<file path="config.mk">
export PLATFORM = sky130hd
export DESIGN_NAME = segment_lcd_shadow_ram_writer
export DESIGN_NICKNAME = d
export VERILOG_FILES = /design/src/slcd_pkg.sv /design/src/slcd_front.sv /design/src/slcd_queue.sv /design/src/slcd_back.sv /design/src/segment_lcd_shadow_ram_writer.sv
export SDC_FILE = /design/constraint.sdc
export NUM_CORES = 1
export LEC_CHECK = 0
export BUFFER_PORTS_ARGS = -buffer_cell sky130_fd_sc_hd__buf_2
export CORE_MARGIN = 2
export CORE_UTILIZATION = 56
export CTS_BUF_LIST = sky130_fd_sc_hd__clkbuf_2
export DETAILED_ROUTE_END_ITERATION = 12
export PLACE_DENSITY_LB_ADDON = 0.2
export SYNTH_ARGS = -nofsm -noshare
export SYNTH_HDL_FRONTEND = slang
export SYNTH_HIERARCHICAL = 1
export SYNTH_SLANG_ARGS = --single-unit
</file>
<file path="constraint.sdc">
create_clock -name clk -period 10.5 [get_ports clk]
set_clock_uncertainty 0.05 [all_clocks]
set_input_delay 1.05 -clock clk [delete_from_list [all_inputs] [get_ports clk]]
set_output_delay 1.05 -clock clk [all_outputs]
set_load 0.05 [all_outputs]
</file>
<file path="src/slcd_pkg.sv">
`timescale 1ns / 1ps
// ----------------------------------------------------------------------------
// slcd_pkg
// Shared types, constants and lookup functions for the segment LCD
// shadow RAM writer.
// ----------------------------------------------------------------------------
package slcd_pkg;

  localparam int DISPLAY_ENTRIES = 16;
  localparam int IDX_W = $clog2(DISPLAY_ENTRIES);
  localparam int ADDR_W = 5;
  localparam logic [ADDR_W:0] ENTRIES_LIM = (ADDR_W + 1)'(DISPLAY_ENTRIES);
  localparam logic [IDX_W-1:0] LAST_IDX = IDX_W'(DISPLAY_ENTRIES - 1);

  localparam int QUEUE_DEPTH = 2;
  localparam int QP_W = $clog2(QUEUE_DEPTH);
  localparam int QC_W = $clog2(QUEUE_DEPTH + 1);

  localparam logic [ADDR_W-1:0] BAR_LEFT_ADDR = 5'h07;
  localparam logic [ADDR_W-1:0] BAR_RIGHT_ADDR = 5'h06;
  localparam logic [ADDR_W-1:0] DIGIT_BASE_LEFT = 5'd2;
  localparam logic [ADDR_W-1:0] DIGIT_BASE_RIGHT = 5'd5;

  localparam logic [7:0] SEG_MINUS = 8'h04;
  localparam logic [7:0] SEG_BLANK = 8'h00;
  localparam logic [7:0] DIGIT_KEEP = 8'h01;
  localparam logic [7:0] BAR_LEFT_KEEP = 8'h71;
  localparam logic [7:0] BAR_RIGHT_KEEP = 8'hF0;
  localparam logic [2:0] BAR_MAX = 3'd4;

  localparam int DIV10_MUL = 205;
  localparam int DIV10_SHIFT = 11;

  typedef enum logic [2:0] {
    ACT_NUMBER = 3'd0,
    ACT_SYMBOL = 3'd1,
    ACT_BAR    = 3'd2,
    ACT_FILL   = 3'd3,
    ACT_QUERY  = 3'd4
  } act_t;

  typedef struct packed {
    act_t              op;
    logic              side;
    logic              neg;
    logic [9:0]        mag;
    logic [ADDR_W-1:0] addr;
    logic [2:0]        bitnum;
    logic              enable;
    logic [2:0]        level;
    logic [7:0]        fill;
  } cmd_t;

  typedef struct packed {
    logic valid;
    cmd_t cmd;
  } req_t;

  function automatic logic [7:0] seg_code(input logic [3:0] digit);
    logic [7:0] code;
    case (digit)
      4'd0: code = 8'b11111010;
      4'd1: code = 8'b00001010;
      4'd2: code = 8'b10111100;
      4'd3: code = 8'b10011110;
      4'd4: code = 8'b01001110;
      4'd5: code = 8'b11010110;
      4'd6: code = 8'hF6;
      4'd7: code = 8'h8A;
      4'd8: code = 8'hFE;
      4'd9: code = 8'hDE;
      default: code = SEG_BLANK;
    endcase
    return code;
  endfunction

  function automatic logic [7:0] bar_left_bits(input logic [2:0] level);
    logic [7:0] bits;
    case (level)
      3'd1: bits = 8'h80;
      3'd2: bits = 8'h88;
      3'd3: bits = 8'h8C;
      3'd4: bits = 8'h8E;
      default: bits = 8'h00;
    endcase
    return bits;
  endfunction

  function automatic logic [7:0] bar_right_bits(input logic [2:0] level);
    logic [7:0] bits;
    case (level)
      3'd1: bits = 8'h01;
      3'd2: bits = 8'h09;
      3'd3: bits = 8'h0D;
      3'd4: bits = 8'h0F;
      default: bits = 8'h00;
    endcase
    return bits;
  endfunction

endpackage

</file>
<file path="src/slcd_front.sv">
`timescale 1ns / 1ps
// ----------------------------------------------------------------------------
// slcd_front
// Checks each accepted request, drops those out of range and builds the
// command descriptor that is pushed into the queue.
// ----------------------------------------------------------------------------
module slcd_front (
  input  logic                        accept,
  input  logic [2:0]                  in_action,
  input  logic                        in_side,
  input  logic signed [10:0]          in_number_value,
  input  logic [7:0]                  in_symbol_index,
  input  logic                        in_enable,
  input  logic [2:0]                  in_bar_level,
  input  logic [7:0]                  in_fill_value,
  output slcd_pkg::req_t              push
);

  logic              cmd_ok;
  logic signed [10:0] abs_w;
  logic [slcd_pkg::ADDR_W-1:0] sym_addr;

  assign sym_addr = in_symbol_index[7:3];
  assign abs_w = in_number_value[10] ? -in_number_value : in_number_value;

  always_comb begin
    case (in_action)
      slcd_pkg::ACT_NUMBER: begin
        cmd_ok = (in_number_value >= -11'sd99) && (in_number_value <= 11'sd999);
      end
      slcd_pkg::ACT_SYMBOL, slcd_pkg::ACT_QUERY: begin
        cmd_ok = {1'b0, sym_addr} < slcd_pkg::ENTRIES_LIM;
      end
      slcd_pkg::ACT_BAR: begin
        cmd_ok = in_bar_level <= slcd_pkg::BAR_MAX;
      end
      slcd_pkg::ACT_FILL: begin
        cmd_ok = 1'b1;
      end
      default: begin
        cmd_ok = 1'b0;
      end
    endcase
  end

  always_comb begin
    push.valid      = accept && cmd_ok;
    push.cmd.op     = slcd_pkg::act_t'(in_action);
    push.cmd.side   = in_side;
    push.cmd.neg    = in_number_value[10];
    push.cmd.mag    = abs_w[9:0];
    push.cmd.addr   = sym_addr;
    push.cmd.bitnum = in_symbol_index[2:0];
    push.cmd.enable = in_enable;
    push.cmd.level  = in_bar_level;
    push.cmd.fill   = in_fill_value;
  end

endmodule

</file>
<file path="src/slcd_queue.sv">
`timescale 1ns / 1ps
// ----------------------------------------------------------------------------
// slcd_queue
// Short command queue between the front and the back, so that each side
// can stall on its own.
// ----------------------------------------------------------------------------
module slcd_queue (
  input  logic            clk,
  input  logic            rst_n,
  input  slcd_pkg::req_t  push,
  input  logic            pop,
  output logic            full,
  output slcd_pkg::req_t  head
);

  slcd_pkg::cmd_t                 mem_r [slcd_pkg::QUEUE_DEPTH];
  logic [slcd_pkg::QP_W-1:0]      wr_ptr_r;
  logic [slcd_pkg::QP_W-1:0]      rd_ptr_r;
  logic [slcd_pkg::QC_W-1:0]      count_r;
  logic                           do_push;
  logic                           do_pop;

  assign full = count_r == slcd_pkg::QC_W'(slcd_pkg::QUEUE_DEPTH);
  assign do_push = push.valid && !full;
  assign do_pop = pop && (count_r != '0);
  assign head.valid = count_r != '0;
  assign head.cmd = mem_r[rd_ptr_r];

  always_ff @(posedge clk) begin
    if (!rst_n) begin
      wr_ptr_r <= '0;
      rd_ptr_r <= '0;
      count_r  <= '0;
    end else begin
      if (do_push) begin
        mem_r[wr_ptr_r] <= push.cmd;
        wr_ptr_r        <= wr_ptr_r + 1'b1;
      end
      if (do_pop) begin
        rd_ptr_r <= rd_ptr_r + 1'b1;
      end
      if (do_push && !do_pop) begin
        count_r <= count_r + 1'b1;
      end else if (do_pop && !do_push) begin
        count_r <= count_r - 1'b1;
      end
    end
  end

endmodule

</file>
<file path="src/slcd_back.sv">
`timescale 1ns / 1ps
// ----------------------------------------------------------------------------
// slcd_back
// Executes queued commands on the display shadow RAM, one entry write
// or query reply per cycle once taken, and drives the result strobe.
// ----------------------------------------------------------------------------
module slcd_back (
  input  logic                        clk,
  input  logic                        rst_n,
  input  slcd_pkg::req_t              head,
  output logic                        pop,
  output logic                        out_valid,
  output logic                        out_kind,
  output logic [slcd_pkg::ADDR_W-1:0] out_address,
  output logic [7:0]                  out_data,
  output logic                        out_symbol_on,
  output logic                        out_last
);

  typedef enum logic [2:0] {
    S_IDLE,
    S_SINGLE,
    S_DIGIT,
    S_REST,
    S_FILL
  } state_t;

  state_t                        state_r, state_nxt;
  slcd_pkg::cmd_t                cmd_r, cmd_nxt;
  logic [1:0]                    pos_r, pos_nxt;
  logic [9:0]                    mag_r, mag_nxt;
  logic                          minus_r, minus_nxt;
  logic [slcd_pkg::IDX_W-1:0]    cnt_r, cnt_nxt;
  logic [7:0]                    shadow_r [slcd_pkg::DISPLAY_ENTRIES];

  logic                          out_valid_r, out_valid_nxt;
  logic                          out_kind_r, out_kind_nxt;
  logic [slcd_pkg::ADDR_W-1:0]   out_addr_r, out_addr_nxt;
  logic [7:0]                    out_data_r, out_data_nxt;
  logic                          out_sym_r, out_sym_nxt;
  logic                          out_last_r, out_last_nxt;

  logic                          we;
  logic [slcd_pkg::ADDR_W-1:0]   rd_addr;
  logic [7:0]                    sh_rd;
  logic [slcd_pkg::ADDR_W-1:0]   digit_addr;
  logic [17:0]                   prod;
  logic [6:0]                    quot;
  logic [3:0]                    digit;
  logic [7:0]                    bmask;

  assign digit_addr = (cmd_r.side ? slcd_pkg::DIGIT_BASE_RIGHT : slcd_pkg::DIGIT_BASE_LEFT)
                      - slcd_pkg::ADDR_W'(pos_r);
  assign prod  = 18'(mag_r) * 18'(slcd_pkg::DIV10_MUL);
  assign quot  = 7'(prod >> slcd_pkg::DIV10_SHIFT);
  assign digit = 4'(mag_r - (10'(quot) << 3) - (10'(quot) << 1));
  assign bmask = 8'b1 << cmd_r.bitnum;

  always_comb begin
    case (state_r)
      S_SINGLE: begin
        if (cmd_r.op == slcd_pkg::ACT_BAR) begin
          rd_addr = cmd_r.side ? slcd_pkg::BAR_RIGHT_ADDR : slcd_pkg::BAR_LEFT_ADDR;
        end else begin
          rd_addr = cmd_r.addr;
        end
      end
      S_DIGIT, S_REST: begin
        rd_addr = digit_addr;
      end
      default: begin
        rd_addr = slcd_pkg::ADDR_W'(cnt_r);
      end
    endcase
  end

  assign sh_rd = shadow_r[rd_addr[slcd_pkg::IDX_W-1:0]];

  always_comb begin
    state_nxt     = state_r;
    cmd_nxt       = cmd_r;
    pos_nxt       = pos_r;
    mag_nxt       = mag_r;
    minus_nxt     = minus_r;
    cnt_nxt       = cnt_r;
    pop           = 1'b0;
    we            = 1'b0;
    out_valid_nxt = 1'b0;
    out_kind_nxt  = 1'b0;
    out_addr_nxt  = rd_addr;
    out_data_nxt  = sh_rd;
    out_sym_nxt   = 1'b0;
    out_last_nxt  = 1'b0;
    case (state_r)
      S_IDLE: begin
        if (head.valid) begin
          pop       = 1'b1;
          cmd_nxt   = head.cmd;
          pos_nxt   = 2'd0;
          mag_nxt   = head.cmd.mag;
          minus_nxt = head.cmd.neg;
          cnt_nxt   = '0;
          case (head.cmd.op)
            slcd_pkg::ACT_NUMBER: state_nxt = S_DIGIT;
            slcd_pkg::ACT_FILL:   state_nxt = S_FILL;
            default:              state_nxt = S_SINGLE;
          endcase
        end
      end
      S_SINGLE: begin
        out_valid_nxt = 1'b1;
        out_last_nxt  = 1'b1;
        state_nxt     = S_IDLE;
        case (cmd_r.op)
          slcd_pkg::ACT_SYMBOL: begin
            we           = 1'b1;
            out_data_nxt = (sh_rd & ~bmask) | (cmd_r.enable ? bmask : 8'h00);
          end
          slcd_pkg::ACT_BAR: begin
            we = 1'b1;
            if (cmd_r.side) begin
              out_data_nxt = (sh_rd & slcd_pkg::BAR_RIGHT_KEEP)
                             | slcd_pkg::bar_right_bits(cmd_r.level);
            end else begin
              out_data_nxt = (sh_rd & slcd_pkg::BAR_LEFT_KEEP)
                             | slcd_pkg::bar_left_bits(cmd_r.level);
            end
          end
          default: begin
            out_kind_nxt = 1'b1;
            out_sym_nxt  = sh_rd[cmd_r.bitnum];
          end
        endcase
      end
      S_DIGIT: begin
        we            = 1'b1;
        out_valid_nxt = 1'b1;
        out_data_nxt  = (sh_rd & slcd_pkg::DIGIT_KEEP) | slcd_pkg::seg_code(digit);
        mag_nxt       = 10'(quot);
        if (pos_r == 2'd2) begin
          out_last_nxt = 1'b1;
          state_nxt    = S_IDLE;
        end else begin
          pos_nxt = pos_r + 2'd1;
          if (quot == '0) begin
            state_nxt = S_REST;
          end
        end
      end
      S_REST: begin
        we            = 1'b1;
        out_valid_nxt = 1'b1;
        out_data_nxt  = (sh_rd & slcd_pkg::DIGIT_KEEP)
                        | (minus_r ? slcd_pkg::SEG_MINUS : slcd_pkg::SEG_BLANK);
        minus_nxt     = 1'b0;
        if (pos_r == 2'd2) begin
          out_last_nxt = 1'b1;
          state_nxt    = S_IDLE;
        end else begin
          pos_nxt = pos_r + 2'd1;
        end
      end
      S_FILL: begin
        we            = 1'b1;
        out_valid_nxt = 1'b1;
        out_data_nxt  = cmd_r.fill;
        cnt_nxt       = cnt_r + 1'b1;
        if (cnt_r == slcd_pkg::LAST_IDX) begin
          out_last_nxt = 1'b1;
          state_nxt    = S_IDLE;
        end
      end
      default: begin
        state_nxt = S_IDLE;
      end
    endcase
  end

  always_ff @(posedge clk) begin
    if (!rst_n) begin
      state_r     <= S_IDLE;
      out_valid_r <= 1'b0;
      for (int i = 0; i < slcd_pkg::DISPLAY_ENTRIES; i++) begin
        shadow_r[i] <= 8'h00;
      end
    end else begin
      state_r     <= state_nxt;
      out_valid_r <= out_valid_nxt;
      if (we) begin
        shadow_r[rd_addr[slcd_pkg::IDX_W-1:0]] <= out_data_nxt;
      end
    end
    cmd_r      <= cmd_nxt;
    pos_r      <= pos_nxt;
    mag_r      <= mag_nxt;
    minus_r    <= minus_nxt;
    cnt_r      <= cnt_nxt;
    out_kind_r <= out_kind_nxt;
    out_addr_r <= out_addr_nxt;
    out_data_r <= out_data_nxt;
    out_sym_r  <= out_sym_nxt;
    out_last_r <= out_last_nxt;
  end

  assign out_valid     = out_valid_r;
  assign out_kind      = out_kind_r;
  assign out_address   = out_addr_r;
  assign out_data      = out_data_r;
  assign out_symbol_on = out_sym_r;
  assign out_last      = out_last_r;

  a_query_is_last: assert property (@(posedge clk) disable iff (!rst_n)
    out_valid_r && out_kind_r |-> out_last_r)
    else $error("query reply is not the final result");

  a_write_lands: assert property (@(posedge clk) disable iff (!rst_n)
    out_valid_r && !out_kind_r |->
      shadow_r[out_addr_r[slcd_pkg::IDX_W-1:0]] == out_data_r)
    else $error("emitted write does not match the shadow entry");

  a_pop_leaves_idle: assert property (@(posedge clk) disable iff (!rst_n)
    state_r == S_IDLE && head.valid |=> state_r != S_IDLE)
    else $error("queued command was not taken");

  a_pos_range: assert property (@(posedge clk) disable iff (!rst_n)
    state_r == S_DIGIT || state_r == S_REST |-> pos_r <= 2'd2)
    else $error("digit position out of range");

endmodule

</file>
<file path="src/segment_lcd_shadow_ram_writer.sv">
`timescale 1ns / 1ps
// ----------------------------------------------------------------------------
// segment_lcd_shadow_ram_writer
// Turns display requests into byte writes against a shadow copy of a
// segment LCD's display RAM, with read-modify-write of each entry.
// ----------------------------------------------------------------------------
// A request is taken at a clock edge where start is high and busy is low.
// Requests that are out of range are taken and produce no result.
// Each result appears for one cycle with out_valid high; out_last marks the
// final result of a request. The receiver cannot hold results off.
// A taken request is written into the queue, taken from it by the execution
// unit while idle, executed, and its first result registered on the outputs.
// After taking a request the execution unit produces one result per cycle:
// one for symbol, bar and query requests, three for a number (one per digit
// position, dividing by ten each step), and sixteen for a fill (one per
// display entry). It takes the next request only after the last result.
// A two-entry queue in front of the execution unit holds requests while it
// works; busy is high while the queue is full.
// Reset clears the shadow RAM, the queue and the result strobe.
// ----------------------------------------------------------------------------
module segment_lcd_shadow_ram_writer (
  input  logic                        clk,
  input  logic                        rst_n,
  input  logic                        start,
  output logic                        busy,
  input  logic [2:0]                  in_action,
  input  logic                        in_side,
  input  logic signed [10:0]          in_number_value,
  input  logic [7:0]                  in_symbol_index,
  input  logic                        in_enable,
  input  logic [2:0]                  in_bar_level,
  input  logic [7:0]                  in_fill_value,
  output logic                        out_valid,
  output logic                        out_kind,
  output logic [slcd_pkg::ADDR_W-1:0] out_address,
  output logic [7:0]                  out_data,
  output logic                        out_symbol_on,
  output logic                        out_last
);

  logic           accept;
  logic           q_full;
  logic           pop;
  slcd_pkg::req_t push;
  slcd_pkg::req_t head;

  assign busy   = q_full;
  assign accept = start && !q_full;

  slcd_front u_front (
    .accept          (accept),
    .in_action       (in_action),
    .in_side         (in_side),
    .in_number_value (in_number_value),
    .in_symbol_index (in_symbol_index),
    .in_enable       (in_enable),
    .in_bar_level    (in_bar_level),
    .in_fill_value   (in_fill_value),
    .push            (push)
  );

  slcd_queue u_queue (
    .clk   (clk),
    .rst_n (rst_n),
    .push  (push),
    .pop   (pop),
    .full  (q_full),
    .head  (head)
  );

  slcd_back u_back (
    .clk           (clk),
    .rst_n         (rst_n),
    .head          (head),
    .pop           (pop),
    .out_valid     (out_valid),
    .out_kind      (out_kind),
    .out_address   (out_address),
    .out_data      (out_data),
    .out_symbol_on (out_symbol_on),
    .out_last      (out_last)
  );

endmodule
</file>
Word level (Yosys, flattened, before mapping)
Memory sizes are Yosys's and may differ from the RTL's. A register that Yosys moved wholly into a read port is not among the register bits.
Cells that the tools add are included.
{"block": "totals", "reg_bits": 65, "ramBits": 198, "romBits": 112, "inputBits": 38, "output_inout_bits": 18, "wordCells": 166, "n_memories": 3}
{"block": "op_classes", "add_sub_neg": 10, "n_mul": 1, "order_cmp": 5, "n_eq_ne": 23, "shifts": 1, "n_mux": 61, "bitwise": 8, "reduce_logical": 33}
{"name": "u_back.shadow_r", "depth": 16, "word_bits": 8, "read_ports": 1, "rd_ports_with_merged_regs": 0, "write_ports": 16, "line_no": "slcd_back.sv:34", "rtl": "logic [7:0] shadow_r [slcd_pkg::DISPLAY_ENTRIES];"}
{"name": "(name not given)", "depth": 16, "word_bits": 7, "read_ports": 1, "rd_ports_with_merged_regs": 0, "write_ports": 0, "line_no": "slcd_pkg.sv:61", "rtl": "case (digit)"}
{"name": "u_queue.mem_r", "depth": 2, "word_bits": 35, "read_ports": 1, "rd_ports_with_merged_regs": 1, "write_ports": 1, "line_no": "slcd_queue.sv:16", "rtl": "slcd_pkg::cmd_t mem_r [slcd_pkg::QUEUE_DEPTH];"}
{"operator": "$mux W8", "n": 10}
{"operator": "$pmux W8 S4", "n": 2}
{"operator": "$eq A3 B2 Y1 const B", "n": 8}
{"operator": "$mux W3", "n": 7}
{"operator": "$mux W1", "n": 20}
{"operator": "$mux W10", "n": 2}
{"operator": "$pmux W10 S2", "n": 1}
{"operator": "$mul A10 B8 Y18 const B", "n": 1}
{"operator": "$or A1 B8 Y8", "n": 2}
{"operator": "$or A8 B8 Y8", "n": 2}
{"operator": "$pmux W4 S4", "n": 1}
{"operator": "$pmux W8 S2", "n": 1}
{"operator": "$eq A3 B1 Y1 const B", "n": 4}
{"operator": "$pmux W3 S4", "n": 1}
{"operator": "$reduce_bool A2 Y1", "n": 6}
{"operator": "$ge A11 B8 Y1 const B", "n": 1}
{"operator": "$le A11 B11 Y1 const B", "n": 1}
{"operator": "$neg A10 Y10", "n": 1}
{"operator": "$pmux W5 S2", "n": 1}
{"operator": "$eq A3 B3 Y1 const B", "n": 3}
{"operator": "$logic_not A3 Y1", "n": 3}
{"operator": "$and A8 B8 Y8", "n": 1}
{"operator": "$mux W2", "n": 4}
{"operator": "$mux W4", "n": 2}
{"operator": "36 further kinds", "n": 57}

Depth between registers and ports, before layout
Gate-level depths: netlist (run 1).
{"block": "depth", "ltp_word": 10, "mapped_depth": 26, "ltp_nobuf": 24}

Modules after synthesis
Netlist (run 1), hierarchy kept.
{"mod": "slcd_back", "n_inst": 1, "cells_per_inst": 983, "area_each_um2": 10551.4, "seq_area_each_um2": 5475.3}
{"mod": "slcd_queue", "n_inst": 1, "cells_per_inst": 134, "area_each_um2": 2753.9, "seq_area_each_um2": 2202.1}
{"mod": "slcd_front", "n_inst": 1, "cells_per_inst": 75, "area_each_um2": 538.0, "seq_area_each_um2": 0.0}
{"mod": "segment_lcd_shadow_ram_writer", "n_inst": 1, "cells_per_inst": 1, "area_each_um2": 13.8, "seq_area_each_um2": 0.0}

Worst setup path after synthesis (run 1)
OpenSTA, ideal clock, no wires.
{"block": "synth_timing", "kind": "input to register", "from": "in start", "to": "mem u_queue/mem_r[0][0] (netlist name) (enable)", "setup_time_ns": 0.528, "arrival_time_ns": 5.634, "required_time_ns": 9.922, "setup_slack_ns": 4.289, "cell_stages": 6, "n_path_buf": 0, "path_cell_list": "nor2b_4 > or4b_1 > a21oi_1 > a32o_1 > inv_1 > nor4b_1"}
{"item": "from (decl)", "line_no": "segment_lcd_shadow_ram_writer.sv:24", "rtl": "input logic start,"}
{"item": "to (decl)", "line_no": "slcd_queue.sv:16"}

==> results of run 1 <==
[registers in the layout, summed over array words and instances, names as in the netlist, 2 cells and up, named ones only]
name / flops
u_back/out_address: 5
u_back/cnt_r: 4
u_back/out_data: 8
u_back/state_r: 3
u_queue/mem_r: 70
u_back/mag_r: 10
u_queue/count_r: 2
u_back/shadow_r: 128
u_back/cmd_r: 24
u_back/pos_r: 2
[logic make-up after synthesis]
logic type,Yosys count,synth area share
compound gates,229,0.1138
xor+xnor,33,0.02185
fa+ha+maj,85,0.08596
buf+inv,134,0.04813
flops,264,0.5540
mux,60,0.04749
simple gates,388,0.1288
[area by class of cell]
type                       instances  area share
multi-input combinational        795      0.3728
inverter                          59     0.01496
clock buffer                      92     0.03110
sequential                       264      0.5186
clock inverter                    27     0.01065
tap                              324     0.02738
timing repair buffer              66     0.02417
antenna                            2   0.0003381
[cells in the mapped netlist (19+ instances only)]
master,number
edfxtp_1,239
nor2_1,142
nand2_1,127
ha_1,68
a21oi_1,61
inv_1,56
o21ai_0,42
mux2_2,36
buf_4,29
nor3_1,27
dfxtp_1,25
a21boi_0,23
mux2i_1,23
clkbuf_1,22
a211oi_1,21
buf_2,20
xnor2_1,20
nand3_1,19
[final timing paths]
kind                                              end  depth (start not counted)          startpoint
worst max-delay path            u_back/shadow_r[5][2]                         21     u_back/mag_r[1]
worst min register to register       u_queue/wr_ptr_r                          2    u_queue/wr_ptr_r
worst min-delay path             u_queue/mem_r[1][13]                          1  in_symbol_index[1]
worst max register to register  u_back/shadow_r[5][2]                         21     u_back/mag_r[1]
[metal layers]
metal  vias up  GRT usage  wire length, um
met5         -          0                0
met2       404     0.3943            14630
met4         0    0.07630              505
met3        48    0.05881             2704
met1      4598     0.3507            13910
li1       4487          -                -
[per-stage QoR]
stage	utilization	hold WS, ns	area [um^2]	cells
2_1_floorplan	-	0.4157	13860	1193
3_3_place_gp	0.5831	0.4386	14180	1508
3_5_place_dp	0.5831	0.4538	14180	1508
4_1_cts	0.6085	0.2147	14800	1627
5_1_grt	0.6087	0.2080	14800	1629
6_report	0.6087	0.2925	14800	1629
==> reports/summary.md, run 1 <==
The run gives 67 as the number of clock buffers inserted by TritonCTS. The clock period could shrink to 6.995 ns. For this block, the via count after detailed routing is 9537.

The most used flip-flop cell after synthesis is edfxtp_1. The number of sinks handled by clock tree synthesis is 264. Of all nets on the critical path, the largest fanout is 17. STA classifies the critical path startpoint as a flip-flop. The worst-case headroom to the max-slew limit is 0.2368. The tools report the worst-case clock buffer depth as 3. After synthesis the netlist holds a flip-flop and latch count of 264. For the sequential fraction of the synthesis area, the log shows 0.5540.

Max-cap violations in this run came to 0. In the final design database the tool counted 1376 nets. For the number of slew-limit violations in the final report, the log shows 0.

The overall routed net length came out at 31740 um. During synthesis, Yosys emitted a total of 6 warnings. The count of flip-flops with a built-in enable after synthesis came out at 239. In the routed layout, each cell is associated on average with a via count of 5.855. The setup path with the least slack is of type flip-flop to flip-flop. The tools report the overall global routing resource usage as 0.2510. The initial antenna violation count was 2. Together, buffers and inverters on the worst path number 0. Entering global routing, the biggest net connects 40 pins.

The count of input and output buffers works out to 55. The flow ran to the end, and the final reports show no timing, DRC or antenna violations. The hold-fix buffer count after cts was 0.

Counting the fill cells in the layout gives 1986. Setup violations remaining at the end of the flow were counted as 0. TritonCTS built the clock tree. Data on the critical path arrives at its endpoint at 7.49 ns.

Effective utilization at floorplan: 0.5698. The share of final-layout standard cells stronger than drive strength 1 is 0.1734, and the area growth from synthesis to final layout is 6.835%. The slowest stage of the critical path is the a22oi_2 cell. The clock reaches the later pin of the worst-skew pair after 0.89 ns. The core region is 0.02432 mm^2. The die span in x was 161.3 um; the detailed placement HPWL was 21560 um.

The library cell used as clock root buffer was clkbuf_2. The worst hold path belongs to the class input port to flip-flop. The total standard cell area after synthesis was 0.01386 mm^2. Setup repair after global routing left no endpoint under its margin. Remaining global-route overflow: 0. On the worst path, the slowest cell contributes a delay of 0.91 ns. The number of nets with antenna violations after detailed routing is 0. The slew of the pin with the lowest slew margin is 1.145 ns. At the end of routability-driven placement, the weighted congestion stood at 0.9279. The critical path goes through ha_1, xor2_1, ha_1, fa_1, fa_1, ha_1, a2111oi_0, o21ai_0, nand2_1, nand2_1, nor2_1, xnor2_1, ha_1, a22oi_1, a21boi_0, a21boi_0, xnor3_1, xnor2_1, o21ai_0, a22oi_2, nor2_1.

Summing all multi-input logic gate instances after layout gives 0.005519 mm^2. After clock tree synthesis, the clock-pin slew on the worst setup and hold paths is 0.11 ns. The standard-cell row count is 57, and the top-level I/O count is 56. The count of H-tree levels built during CTS was 3. For flop-to-flop paths, the worst setup slack is 3.51 ns.

OpenSTA, run right after detailed placement, puts the worst setup slack at 3.560 ns. The floorplan step set the die height to 161.3 um. By instance count, the cell type seen most on the critical path is ha_1.

The dominant delay contributor by cell family on the critical path is adder cells. The library cell used most frequently in the layout, excluding fill and tap cells, is edfxtp_1. The total DRC errors in the routed layout came out at 0.

The number of global-route vias before repair is 9420, and the fraction of synthesized cell area taken by the top area cell type is 0.5179. Dividing the detail-routed wire length by the instance count gives 19.49 um. Gates resized during post-CTS repair numbered 0. The cell type contributing the most total cell area after synthesis was edfxtp_1. Synthesis produced 1193 cells. Synthesis produced a netlist with a net count of 1316. The final hold violation count is 0, and the detailed-routing iteration count for the pre-antenna-repair pass is 6. STA classifies the critical path endpoint as a flip-flop. In this run, the number of DRC markers left after iteration 0 of detailed routing was 892. The run gives 0.007677 mm^2 as the area used by sequential logic in the layout. Total negative setup slack: 0 ns. The fraction of synthesis flops using an asynchronous set or reset pin was 0. The first global-routing pass estimated 50800 um of wire. Averaged over all synthesized cells, the footprint is 11.62 um^2. After synthesis, the cell types taking the most area are edfxtp_1 (52%), ha_1 (6.1%), nor2_1 (3.8%).

Timing would allow up to 143.0 MHz. The top cell types in the final layout, fill and taps aside, are edfxtp_1 (239), nor2_1 (142), nand2_1 (127), clkbuf_2 (92), ha_1 (68). The tools report the worst path setup slack after routing as 3.505 ns. The synthesized netlist contains 82 unique library cells. At the worst endpoint, the required time is 11.00 ns. The die covers 0.02602 mm^2.

The portion of the clock cycle consumed by the worst path in the final layout was 0.6662; the number of buffers added for setup after CTS was 0.
Power of run 1 is left out: the tool's default activity adds up to more than one toggle a clock period on the data nets, which glitch-free logic cannot reach.
==> inputs of run 2 (changes only) <==
--- a/config.mk
+++ b/config.mk
@@ -5,6 +5,7 @@
 export SDC_FILE = /design/constraint.sdc
 export NUM_CORES = 1
 export LEC_CHECK = 0
+export ABC_AREA = 1
 export BUFFER_PORTS_ARGS = -buffer_cell sky130_fd_sc_hd__buf_2
 export CORE_MARGIN = 2
 export CORE_UTILIZATION = 56
==> constraint.sdc (replaced) <==
create_clock -name clk -period 5.7 [get_ports clk]
set_clock_uncertainty 0.05 [all_clocks]
set_input_delay 0.57 -clock clk [delete_from_list [all_inputs] [get_ports clk]]
set_output_delay 0.57 -clock clk [all_outputs]
set_load 0.05 [all_outputs]
==> run 2 against run 1 <==
Net effect:
- critical path depth is 8 higher
- final area increased by 8.6%
- flip-flop and latch count unchanged
- clock-buffer cell count rose by 8
- die area grew 4.6%
- worst hold slack got worse by 0.18 ns
- maximum frequency is 29% higher
- synthesized area grew 4.7%
- via count grew 13%
- critical endpoint is now u_back/shadow_r[9][1]
==> reports/summary.md, run 2 <==
The fraction of synthesized cell area taken by the top area cell type is 0.4948 (-0.02314), and the slew of the pin with the lowest slew margin is 1.063 ns (-0.08125 ns). The run gives 0 (unchanged) as the final hold violation count. The largest stage delay on the critical path is 0.53 ns (-0.38 ns), and the global-route wire length before repair is 51480 um (+1.3%).

Summed over all instances, the cell type with the most area after synthesis is edfxtp_1. The share of final-layout standard cells stronger than drive strength 1 came out at 0.1742 (+0.0007742). The worst setup path is of the flip-flop to flip-flop kind.

Insertion delay of the later-clocked pin in the worst-skew pair: 0.83 ns (-0.06 ns). The tools report the final weighted congestion in routability-driven placement as 0.9329 (+0.54%). The area used by sequential logic in the layout came out at 0.007679 mm^2 (about the same). The clock-pin transition on the worst setup and hold timing paths was 0.10 ns (about the same). The logs give 0 (unchanged) for the remaining global-route overflow and 3 (unchanged) for the count of H-tree levels built during CTS. The logs give 6 (unchanged) for the count of warnings emitted by yosys and 0.5727 (+0.002931) for the effective utilization at floorplan.

The logs give 1653 (+26%) for the total nets after synthesis and 5.93 ns (-1.56 ns) for the critical path arrival. The largest net degree at the start of global routing came out at 41 (+2.5%). The detailed placement HPWL is 22190 um (+2.9%).

The area of the die was 0.02721 mm^2 (+4.6%). The number of vias per cell came out at 5.287 (-9.7%). The tools report the number of clock buffers inserted by TritonCTS as 70 (+4.5%). Area of the core region: 0.02533 mm^2 (+4.1%). The number of nets with antenna violations after detailed routing is 0 (unchanged). The maximum net fanout on the critical path came out at 5 (-12). The tools report the standard-cell row count as 58 (+1.8%).

The synthesized netlist cell count is 1530 (+28%), and the worst path setup slack after routing is 0.2674 ns (-3.238 ns). The number of violations reported at the end of detailed-routing iteration 0 was 927 (+3.9%); the total standard cell area after synthesis was 0.01451 mm^2 (+4.7%). Among all flip-flop cells after synthesis, the most frequent one is edfxtp_1.

Time the final worst path needs with I/O delays and setup: 5.433 ns (-1.562 ns). The run gives 1767 (+28%) as the final layout net count. Combined buffer and inverter count along the critical path: 5 (+5). More flip-flops sit in one register than any other, and that register is u_back/shadow_r. Ranked by instance count, the synthesized netlist is headed by nand2_1 (488), edfxtp_1 (239), nor2_1 (181), inv_1 (176), ha_1 (68). The logs give 56 (unchanged) for the top-level I/O count and 0 (unchanged) for the number of slew-limit violations in the final report. The flip-flop count of the largest register after layout came out at 128 (unchanged). The top cell types in the final layout, fill and taps aside, are nand2_1 (484), edfxtp_1 (239), nor2_1 (177), inv_1 (174), clkbuf_2 (100). Sorting the synthesized cells by area gives the leading types as edfxtp_1 (49%), nand2_1 (13%), ha_1 (5.9%). The tools report the count of fill cells added during filler insertion as 2113 (+6.4%). The worst-case headroom to the max-slew limit is 0.2893 (+0.05258).

The largest registers in the layout are u_back/shadow_r (128), u_queue/mem_r (70), u_back/cmd_r (24). The logs give 5 (-1) for the detailed-routing iteration count for the pre-antenna-repair pass and 10250 (+8.8%) for the number of global-route vias before repair. The number of failing setup endpoints in the final timing report was 0 (unchanged). The run gives 0.005826 mm^2 (+5.6%) as the area of the multi-input gates. The sequential fraction of the synthesis area was 0.5293 (-0.02476); the overall global routing resource usage was 0.2463 (-0.004731).

The commonest non-fill, non-tap cell in the layout is nand2_1. The worst setup path is captured at a flip-flop. The worst setup path is launched from a flip-flop. The kind of cell with the highest combined delay along the critical path is adder cells.

The critical path required time is 6.20 ns (-4.80 ns). The tools report the number of unique standard cell types used by synthesis as 51 (-38%). The area growth from synthesis to final layout was 10.79%. For the achievable clock frequency, the log shows 184.1 MHz (+29%). The run gives 0.01482 mm^2 (+4.5%) as the total cell area at the placement stage. The fraction of synthesis flops using an asynchronous set or reset pin came out at 0 (unchanged). TritonCTS built the clock tree. The synthesized area per cell was 9.480 um^2 (-18%). The final design area excluding fillers came out at 0.01607 mm^2 (+8.6%). The overall routed net length came out at 33730 um (+6.3%). Average wire length per cell after detail routing: 16.62 um (-15%).

Total DRC errors in the routed layout: 0 (unchanged). The count of vias placed by the detailed router was 10730 (+13%); the count of flip-flops with a built-in enable after synthesis was 239 (unchanged). The initial antenna violation count came out at 1 (-1).

The slowest stage of the critical path belongs to the cell fa_1. Pre-CTS setup slack: 0.0007976 ns (-3.559 ns). The worst min-delay path category was input port to flip-flop. The run gives 3 (unchanged) as the worst-case clock buffer depth. The max-cap violation count is 0 (unchanged), and the vertical extent of the die is 164.9 um (+2.3%). The flip-flop and latch count after synthesis works out to 264 (unchanged). The die span in x is 164.9 um (+2.3%). The flow ran to the end, and the final reports show no timing, DRC or antenna violations. The tools report the library cell used as clock root buffer as clkbuf_2. The count of input and output buffers is 55 (unchanged). The cell that appears most often on the critical path is nand2_1.

The portion of the clock cycle consumed by the worst path in the final layout is 0.9531 (+0.2869). Among all cell types in the netlist, the one instantiated most often is nand2_1. The number of sinks handled by clock tree synthesis is 264 (unchanged).

The total negative setup slack is 0 ns (unchanged).
-- run 2: logic make-up (layout without fill, tap and decap cells) --
family	count (synthesis)	count (layout)	share of synthesized area
flops	264	264	0.5293
buf+inv	254	416	0.08583
other cells	0	1	0
fa+ha+maj	85	85	0.08212
compound gates	111	111	0.04658
mux	35	35	0.03493
simple gates	766	773	0.2122
xor+xnor	15	15	0.009057
-- run 2: worst reg2reg max path: cells and delay by family (launching register included) --
kind,cells,cell delay [ns]
flip-flops,1,0.50
XOR/XNOR,1,0.20
adder cells (fa/ha/maj),6,2.47
AND/OR/NAND/NOR,16,1.47
AO/OA/AOI/OAI,1,0.23
buffers and inverters,5,0.28
-- run 2: path summary, 6_finish.rpt --
check                     start                    end  slack, ns  depth (start not counted)
min reg2reg    u_queue/wr_ptr_r       u_queue/wr_ptr_r       0.43                          2
max reg2reg     u_back/mag_r[3]  u_back/shadow_r[9][1]       0.27                         29
min          in_number_value[8]   u_queue/mem_r[1][28]       0.11                          2
max             u_back/mag_r[3]  u_back/shadow_r[9][1]       0.27                         29
-- run 2: area by class of cell --
cell class | count | area share
Antenna cell | 1 | 0.0001557
Clock buffer | 100 | 0.03114
Clock inverter | 27 | 0.01370
Inverter | 187 | 0.04383
Multi-Input combinational cell | 1019 | 0.3625
Sequential cell | 264 | 0.4778
Tap cell | 330 | 0.02569
Timing Repair Buffer | 102 | 0.04516
-- run 2: metal layers --
layer	vias up	routed length, um	track usage
met5	-	0	0
met4	0	709	0.07273
met3	73	2325	0.04018
met2	385	15980	0.4026
met1	5049	14720	0.3411
li1	5225	-	-
-- run 2: what timing repair did --
action / CTS / global route
hold buffers: 26 / 0
gates cloned: 0 / 7
pin swaps: 0 / 8
gates resized for setup: 2 / 35
endpoints found under the hold margin: 52 / 0
endpoints found under the setup margin: 3 / 118
setup buffers: 0 / 5
-- run 2: through the flow --
step	instances	util	hold WS (ns)
finish	2030	0.6345	0.1132
detailed placement	1864	0.5851	0.4100
floorplan	1530	-	0.3929
global placement	1864	0.5851	0.4066
global route	2030	0.6345	0.04831
CTS	2017	0.6242	0.03611
Power of run 2 is left out for the same reason.
==> inputs of run 3 (changes only) <==
--- a/config.mk
+++ b/config.mk
@@ -14,5 +14,4 @@
 export PLACE_DENSITY_LB_ADDON = 0.2
 export SYNTH_ARGS = -nofsm -noshare
 export SYNTH_HDL_FRONTEND = slang
-export SYNTH_HIERARCHICAL = 1
 export SYNTH_SLANG_ARGS = --single-unit
==> run 3 against run 2 <==
Net effect:
- synthesized area down 2.2%
- global-route usage up 0.96 points
- sequential share of layout area is 0.24 points higher
- synthesized cell count is 2.8% higher
- worst hold slack lost 0.052 ns
- die area is 2.2% lower
- first-iteration DRC count up 5.2%
- critical path depth grew 1
- non-clock buffer count grew 1
- final area fell by 0.51%
- maximum frequency is 0.69% higher
==> reports/summary.md, run 3 <==
The count of input and output buffers came out at 55 (unchanged). The area of the core region is 0.02504 mm^2 (-1.1%). For the met1 demand-to-capacity share in global routing, the log shows 0.3238 (-0.01732). The portion of the clock cycle consumed by the worst path in the final layout was 0.9466 (-0.006486). The count of vias placed by the detailed router was 10930 (+1.8%). The initial antenna violation count is 1 (unchanged). The total negative setup slack is 0 ns (unchanged), and the utilization after layout is 0.6386 (+0.004059). The run gives 6.20 ns (about the same) as the critical path required time. The global-route wire length before repair was 52850 um (+2.7%); the die span in x was 163.1 um (-1.1%). The tools report the number of sinks handled by clock tree synthesis as 264 (unchanged). Among all flip-flop cells after synthesis, the most frequent one is edfxtp_1. Overall routed net length: 34050 um (+0.94%). The synthesized netlist cell count was 1573 (+2.8%); the fraction of synthesis flops using an asynchronous set or reset pin was 0 (unchanged). TritonCTS built the clock tree.

The count of H-tree levels built during CTS came out at 3 (unchanged). The final weighted congestion in routability-driven placement is 0.9447 (+1.3%), and the number of unique standard cell types used by synthesis is 50 (-2.0%). Area growth from synthesis to final layout: 12.72%. The met2 layer usage reported by global route is 0.4340 (+0.03140), and the number of global-route vias before repair is 10810 (+5.5%). The clock-pin transition on the worst setup and hold timing paths came out at 0.12 ns (+0.02 ns). The max-cap violation count was 0 (unchanged). The achievable clock frequency is 185.3 MHz (+0.69%), and the flop-to-flop setup slack is 0.30 ns (+0.04 ns). The tree is rooted in a clkbuf_2. The worst setup path is launched from a flip-flop.

The number of failing setup endpoints in the final timing report is 0 (unchanged). The synthesized design spends more area on one cell type than any other, namely edfxtp_1. The cell with the most instances after synthesis is nand2_1.

The total nets after synthesis is 1697 (+2.7%). The insertion delay of the later-clocked pin in the worst-skew pair was 0.85 ns (+0.02 ns); the pre-CTS setup slack was -0.01273 ns (-0.01352 ns). The final hold violation count was 0 (unchanged); the maximum net fanout on the critical path was 6 (+1).

The worst min-delay path category is input port to flip-flop. The flip-flop and latch count after synthesis was 264 (unchanged); the area of the die was 0.02662 mm^2 (-2.2%). Largest net degree at the start of global routing: 60 (+46%).

The worst-case clock buffer depth came out at 3 (unchanged). The count of warnings emitted by yosys was 0 (-6). The overall global routing resource usage is 0.2559 (+0.009606), and the total standard cell area after synthesis is 0.01418 mm^2 (-2.2%). The run gives 0.2378 (-0.05156) as the worst-case headroom to the max-slew limit. The layer flagged by global routing as most heavily used is met2. By count the netlist is led by nand2_1 (595), edfxtp_1 (239), inv_1 (208), nor2_1 (149), ha_1 (69). The final layout net count came out at 1837 (+4.0%).

The slowest stage of the critical path belongs to the cell fa_1. The tools report the critical path arrival as 5.89 ns (-0.04 ns). The flow ran to the end, and the final reports show no timing, DRC or antenna violations. The fraction of synthesized cell area taken by the top area cell type was 0.5060 (+0.01122). The number of vias per cell is 5.214 (-1.4%). The worst path setup slack after routing is 0.3044 ns (+0.03697 ns). The tools report the remaining global-route overflow as 0 (unchanged). The run gives 0.5413 (+0.01200) as the sequential fraction of the synthesis area. The tools report the final design area excluding fillers as 0.01599 mm^2 (-0.51%). The tools report the top-level I/O count as 56 (unchanged).

Number of violations reported at the end of detailed-routing iteration 0: 975 (+5.2%). For the total DRC errors in the routed layout, the log shows 0 (unchanged). Leaving out fill and tap cells, the most frequent cell in the layout is nand2_1. The standard-cell row count is 58 (unchanged), and the detailed placement HPWL is 22280 um (+0.43%). The synthesized area per cell came out at 9.017 um^2 (-4.9%).

The average wire length per cell after detail routing was 16.25 um (-2.2%). The slew of the pin with the lowest slew margin came out at 1.131 ns (+0.06790 ns). The run gives 0 (unchanged) as the number of nets with antenna violations after detailed routing. The kind of critical path was flip-flop to flip-flop.

The top cell types in the final layout, fill and taps aside, are nand2_1 (587), edfxtp_1 (239), inv_1 (204), nor2_1 (147), clkbuf_2 (103). The vertical extent of the die came out at 163.1 um (-1.1%). The time the final worst path needs with I/O delays and setup came out at 5.396 ns (-0.03697 ns). The largest registers in the layout are u_back.shadow_r (128), u_queue.mem_r (70), u_back.cmd_r (24). The count of flip-flops with a built-in enable after synthesis was 239 (unchanged). Total cell area at the placement stage: 0.01465 mm^2 (-1.1%). The detailed-routing iteration count for the pre-antenna-repair pass is 6 (+1).

The largest stage delay on the critical path works out to 0.53 ns (about the same). The run gives 68 (-2.9%) as the number of clock buffers inserted by TritonCTS. The flip-flop count of the largest register after layout came out at 128 (unchanged). Setup repair after global routing left no endpoint under its margin.

The number of instances on the worst hold path is 2 (unchanged), and the global routing usage on met3 is 0.05383 (+0.01365). Ranked by total cell area, the synthesized netlist is headed by edfxtp_1 (51%), nand2_1 (16%), ha_1 (6.1%). More flip-flops sit in one register than any other, and that register is u_back.shadow_r. The effective utilization at floorplan was 0.5665 (-0.006203).

STA classifies the critical path endpoint as a flip-flop. The number of slew-limit violations in the final report is 0 (unchanged), and the cell depth of the worst flop-to-flop path is 30 (+3.4%). The share of final-layout standard cells stronger than drive strength 1 works out to 0.1501 (-0.02408).
-- run 3: cell count changes after synthesis, sizes merged, moves of 5 or more --
| cell | change |
|---|---|
| buf | -32 |
| nor2 | -33 |
| o21ai | +5 |
| mux2 | -35 |
| inv | +28 |
| clkbuf | +6 |
| nand3 | -6 |
| nand2 | +103 |
-- run 3: per-layer routing --
| layer | wire [um] | vias to the layer above |
|---|---|---|
| met5 | 0 | - |
| met4 | 945 | 0 |
| met3 | 2495 | 85 |
| met2 | 16500 | 413 |
| met1 | 14110 | 5057 |
| li1 | - | 5374 |
-- run 3: cell type report --
class | instances | area [um^2]
fillers | 2109 | 9049
multi-input cells | 1061 | 5679
inverters | 215 | 812.0
flip-flops and latches | 264 | 7677
well taps | 330 | 412.9
clock inverters | 19 | 162.7
clock buffers | 103 | 515.5
diodes | 1 | 2.502
repair buffers | 103 | 725.7
-- run 3: stage by stage --
step           std cells  hold slack [ns]
3_3_place_gp        1925           0.3873
4_1_cts             2075        0.0008791
3_5_place_dp        1925           0.4154
6_report            2096          0.06137
2_1_floorplan       1573           0.3755
5_1_grt             2096          0.02317
-- run 3: kinds of logic (layout without fill, tap and decap cells) --
logic type | after synthesis | after routing | synth area share
fa+ha+maj | 86 | 86 | 0.08486
compound gates | 116 | 116 | 0.04869
buf+inv | 256 | 440 | 0.07789
xor+xnor | 16 | 16 | 0.009880
simple gates | 835 | 843 | 0.2374
flops | 264 | 264 | 0.5413
other cells | 0 | 1 | 0
-- run 3: path summary, 6_finish.rpt --
check,startpoint,end
min reg2reg,u_queue.wr_ptr_r,u_queue.wr_ptr_r
max reg2reg,u_back.mag_r[3],u_back.shadow_r[9][1]
max,u_back.mag_r[3],u_back.shadow_r[9][1]
min,in_number_value[8],u_queue.mem_r[1][28]
-- run 3: repair_timing --
action                                  in CTS  in global routing
gates resized for setup                      2                 43
hold buffers                                28                  0
endpoints found under the setup margin      12                119
cloned                                       0                  8
pin swaps                                    0                 12
buffers inserted                             0                 12
endpoints found under the hold margin       55                  0
-- run 3: critical path, delay by kind of cell (launching register included) --
kind          cells  cell delay (ns)
fa+ha+maj         6             2.34
xor+xnor          2             0.34
flops             1             0.50
buf+inv           7             0.42
simple gates     15             1.49
Power of run 3 is left out for the same reason.
